$ cat config.mk
export PLATFORM = sky130hd
export DESIGN_NAME = sme_ctrl
export DESIGN_NICKNAME = d
export VERILOG_FILES = /design/src/rtl/sme_pkg.sv /design/src/rtl/sme_ctrl.sv
export SDC_FILE = /design/constraint.sdc
export NUM_CORES = 1
export LEC_CHECK = 0
export ABC_AREA = 1
export BUFFER_PORTS_ARGS = -buffer_cell sky130_fd_sc_hd__buf_2
export CORE_AREA = 8 8 45 47
export CTS_BUF_LIST = sky130_fd_sc_hd__clkbuf_2 sky130_fd_sc_hd__clkbuf_4 sky130_fd_sc_hd__clkbuf_8
export DETAILED_ROUTE_END_ITERATION = 16
export DIE_AREA = 0 0 53 55
export SLEW_MARGIN = 20
export SYNTH_ARGS = -nofsm -noshare
export SYNTH_HDL_FRONTEND = slang
export SYNTH_SLANG_ARGS = --single-unit
$ cat constraint.sdc
create_clock -name clock -period 1 [get_ports clock]
set_clock_uncertainty 0.1 [all_clocks]
set_input_delay 0 -clock clock [delete_from_list [all_inputs] [get_ports clock]]
set_output_delay 0 -clock clock [all_outputs]
set_load 0.005 [all_outputs]
$ cat src/rtl/sme_pkg.sv
// Package for the sorted multiset engine.
// Holds opcode, status and state codes plus the controller/datapath structs.
// No dependencies.
package sme_pkg;

   typedef enum logic [2:0] {
      OP_INSERT = 3'd0,
      OP_REMOVE = 3'd1,
      OP_MEMBER = 3'd2,
      OP_PRED   = 3'd3,
      OP_SUCC   = 3'd4,
      OP_RANGE  = 3'd5
   } opcode_type;

   typedef enum logic [1:0] {
      ST_OK        = 2'd0,
      ST_NOT_FOUND = 2'd1,
      ST_FULL      = 2'd2
   } status_type;

   typedef enum logic [1:0] {
      S_IDLE    = 2'd0,
      S_COMPARE = 2'd1,
      S_EXEC    = 2'd2
   } state_type;

   typedef struct packed {
      logic capture;
      logic compare;
      logic execute;
   } ctrl_cmd_type;

   typedef struct packed {
      logic out_free;
      logic op_range;
      logic range_done;
   } ctrl_status_type;

endpackage

$ cat src/rtl/sme_ctrl.sv
// Controller state machine of the sorted multiset engine.
// Sequences capture, compare and execute; uses sme_pkg.
module sme_ctrl (
   input  logic                     clock,
   input  logic                     reset,
   input  logic                     req_valid,
   input  sme_pkg::ctrl_status_type stat,
   output sme_pkg::ctrl_cmd_type    cmd,
   output logic                     req_ready
);

   sme_pkg::state_type state_ff;
   sme_pkg::state_type state_in;

   always_ff @(posedge clock) begin
      if (reset) begin
         state_ff <= sme_pkg::S_IDLE;
      end else begin
         state_ff <= state_in;
      end
   end

   always_comb begin
      state_in    = state_ff;
      cmd         = '0;
      req_ready   = 1'b0;
      case (state_ff)
         sme_pkg::S_IDLE: begin
            req_ready = 1'b1;
            if (req_valid) begin
               cmd.capture = 1'b1;
               state_in    = sme_pkg::S_COMPARE;
            end
         end
         sme_pkg::S_COMPARE: begin
            cmd.compare = 1'b1;
            state_in    = sme_pkg::S_EXEC;
         end
         sme_pkg::S_EXEC: begin
            if (stat.out_free) begin
               cmd.execute = 1'b1;
               if (!stat.op_range || stat.range_done) begin
                  state_in = sme_pkg::S_IDLE;
               end
            end
         end
         default: begin
            state_in = sme_pkg::S_IDLE;
         end
      endcase
   end

endmodule

# After elaboration in Yosys (flattened, before gate mapping)
# Index checks and enable logic that the tools add are counted.
# op_classes
n_reduce_logical,4
eq_ne,5
muxes,10
# op_table
operator,n
2-to-1 mux 1 bit,6
2-to-1 mux 2 bit,3
inequality test 2 bit (second input constant),3
case mux 2 bit (3 select lines),1
AND reduction 3 bit,1
equality test 2 x 1 -> 1 bit (second input constant),1
equality test 2 bit (second input constant),1
zero test 2 bit,1
zero test 1 bit,1
logical OR 1 bit,1
# word_totals
elab_cells,20
reg_bits,2
in_bits,6

# Depth between registers and ports, before layout
# logic_depth
ltp_word,5
mapped_depth,5
ltp_nobuf,5

# Least setup slack after synthesis
# OpenSTA, ideal clock, no wires.
# synth_timing
path_kind,flip-flop to flip-flop
startpoint,reg state_ff[1]
endpoint,reg state_ff[1]
stages_incl_launch_ff,5
path_buffers,0
slack_ns,0.215
required_time_ns,0.834
arrival_time_ns,0.619
cell_sequence,dfxtp_1 > inv_2 > nor2_2 > nand2_1 > a21oi_2
# synth_via
elab_chain_len,3
# synth_rtl
item,line,text
"start, declared",sme_ctrl.sv:12,sme_pkg::state_type state_ff;
"start signal, assigned",sme_ctrl.sv:17,state_ff <= sme_pkg::S_IDLE;
"start signal, assigned",sme_ctrl.sv:19,state_ff <= state_in;
equality test 2 bit or zero test 2 bit (tied branches),sme_ctrl.sv:27,case (state_ff)
inequality test 2 bit (no line),-,
AND reduction 3 bit (no line),-,
# Parallel ways exist; a longest one is shown, timed or not.
# A chain may end at the register's enable or synchronous reset.

==> summary.md <==
| Metric | Value |
|---|---|
| Drt via density | `3.17` |
| EDFF count, synth | `0` |
| Clk buf depth | `2` |
| Gr usage total | `3.28%` |
| Fillers | `162` |
| Worst-path clk slew | `0.03 ns` |
| Logic pwr share | `16.8%` |
| HP Class | `in -> reg` |
| CP Class | `reg -> out` |
| Total core area | `0.00138 mm2` |
| Peak VDD IR | `0.178 mV` |
| Synth async-reset ratio | `0%` |
| Die area | `0.00292 mm2` |
| Unique masters post-synth | `10` |
| Post-Route WL | `369 um` |
| Worst-skew pair later-pin latency | `0.22 ns` |
| Top cells by area, synth | `dfxtp_1 (37%), nand2_1 (14%), inv_1 (10%)` |
| Run status | `finished clean` |
| Flip-flop and latch area | `42.5 um2` |
| Diodes inserted | `0` |
| Min-delay src | `stat[0]` |
| Worst setup SP type | `flip-flop` |
| Synth Instances | `16` |
| Reg2Reg Depth | `4` |
| Initial core utilization | `7.78%` |
| I/O pins | `10` |
| Max reg flops | `2` |
| Cell Pwr Density | `1400 mW/mm2` |
| Max Slew Vio Count | `0` |
| CTS tree | `yes` |
| Residual DRC | `0` |
| Num CTS Buffers | `3` |
| Register area share after synthesis | `37.2%` |
| Final hold viol count | `0` |
| Port Buffers | `9` |
| Internal | `0.251 mW` |
| Pin count of the biggest net entering global routing | `7` |
| Reg with most FFs | `state_ff` |
| Rows | `14` |
| Vias in the first global route | `167` |
| Total grt overflow | `0` |
| Nature of the critical path endpoint | `output pin` |
| Gp weighted congestion | `0.711` |
| # nets final | `39` |
| Starting DRC count in detailed routing | `0` |
| Die Y | `55 um` |
| Via count | `149` |
| Max-cap viol count | `0` |
| Critical Path RT | `0.90 ns` |
| Reg-to-reg startpoint | `state_ff[1]` |
| Final worst slack | `0.0168 ns` |
| Sequential share of power | `28.9%` |
| Post-CTS Setup Repair Bufs | `0` |
| Leak | `0.120 nW` |
| Setup TNS | `0 ns` |
| R2r setup slk | `0.19 ns` |
| Synth Net Count | `22` |
| Final worst-path cycle share | `98.3%` |
| Clk sinks | `2` |
| CP arrival | `0.88 ns` |
| Slew margin rel. | `85.7%` |
| Unrepaired setup endpoints after global routing | `yes` |
| Mean Syn Cell Area | `6.73 um2` |
| Clock share of power | `54.2%` |
| Routed len/inst | `7.85 um` |
| 1st-pass router iterations | `1` |
| Regs by FF count | `state_ff (2)` |
| Min cycle time layout | `0.983 ns` |
| Max frequency | `1020 MHz` |
| Post-route ant nets | `0` |
| Final setup vio count | `0` |
| Top FF cell, synth | `dfxtp_1` |
| Initial antenna violation count | `0` |
| Share of layout cells above drive strength 1 | `58.1%` |
| Switching fraction of total power | `22.8%` |
| Place WS | `0.156 ns` |
| Post-DP HPWL | `276 um` |
| Post-synth top area share | `37.2%` |
| Synth area leader | `dfxtp_1` |
| Mapped cell area | `108 um2` |
| Hold path endpoint | `state_ff[1]` |
| FF-to-FF End | `state_ff[1]` |
| Post-synth top cells | `nand2_1 (4), inv_1 (3), dfxtp_1 (2)` |
| First-pass GRT wire length | `600 um` |
| Layout area overhead | `116%` |
| Sw Pwr | `0.0741 mW` |
| Hold Crit Depth | `6` |
| Max Fanout on Critical Path | `4` |
| Most frequent cell after synthesis | `nand2_1` |
| Htree depth | `1` |
| Root buf cell | `clkbuf_4` |
| Ys Warns | `0` |
| Slew @ Worst Pin | `0.212 ns` |
| Die W | `53 um` |
| Synthesized flop and latch total | `2` |
| Multi-input gate area | `57.6 um2` |
-- timing repair --
item	CTS	global route
hold buffers	3	0
endpoints found under the setup margin	2	3
endpoints found under the hold margin	2	0
resized for setup	3	0
-- worst max-delay path, stage by stage, from the launching register on --
cell,delay (ns)
dfxtp_2,0.34
inv_2,0.06
nor3b_2,0.14
buf_2,0.13
-- worst max-delay path by stage --
stage,start,to,slack [ns],depth (start not counted)
2_1_floorplan,state_ff[1],state_ff[1],0.22,4
5_1_grt,state_ff[1],cmd[0],-0.06,3
3_5_place_dp,state_ff[1],state_ff[1],0.16,4
4_1_cts,state_ff[1],cmd[0],-0.007,3
3_3_place_gp,state_ff[1],state_ff[1],0.17,4
6_report,state_ff[1],cmd[0],0.02,3
-- power by group through the flow --
stage	Clock, mW	Combinational (mW)	Sequential, mW
after floorplan	0	0.0214	0.0924
after detailed placement	0	0.0454	0.0936
final	0.176	0.0547	0.0941
after CTS	0.192	0.0554	0.0942
after global placement	0	0.0447	0.0935
after global routing	0.204	0.0616	0.0950
-- cells in the final DEF, fill, tap and decap left out --
master,Yosys,routed
nand2_1,4,4
nor2_2,1,1
nor3_1,1,1
nor3b_2,0,1
dfxtp_2,0,2
clkbuf_4,0,3
nor4_1,1,1
buf_2,0,9
inv_1,3,3
nor2_1,1,1
dlygate4sd3_1,0,3
a21oi_2,1,1
inv_2,1,1
-- layer usage --
| layer | part of all wire [%] | wire (um) | up-vias | global-route usage, % |
|---|---|---|---|---|
| li1 | - | - | 81 | - |
| met1 | 30 | 111 | 63 | 2.58 |
| met2 | 55 | 203 | 5 | 3.91 |
| met3 | 14 | 53 | 0 | 1.34 |
| met4 | 0 | 0 | 0 | 7.76 |
| met5 | 0 | 0 | - | 0 |
-- layout make-up --
class | count | area share (%)
tap | 16 | 8.60
multi-input combinational | 10 | 24.7
inverter | 4 | 6.45
timing repair buffer | 12 | 32.3
sequential | 2 | 18.3
clock buffer | 3 | 9.68
-- cell families after synthesis --
group / synth area share (%)
buffers and inverters: 13.9
and+or+nand+nor: 40.7
DFF: 37.2
AOI/OAI and AO/OA: 8.14
-- metrics by stage --
step           hold WS [ns]  cell area, um2  total power, mW  cells  util [%]
6_report             0.0270             233            0.325     47      16.8
5_1_grt              0.0777             233            0.361     47      16.8
4_1_cts              0.0207             233            0.341     47      16.8
3_5_place_dp         0.0809             173            0.139     41      12.5
3_3_place_gp         0.0810             173            0.138     41      12.5
2_1_floorplan       -0.0376             108            0.114     16         -
No activity file was read; power rests on OpenSTA's default activity.
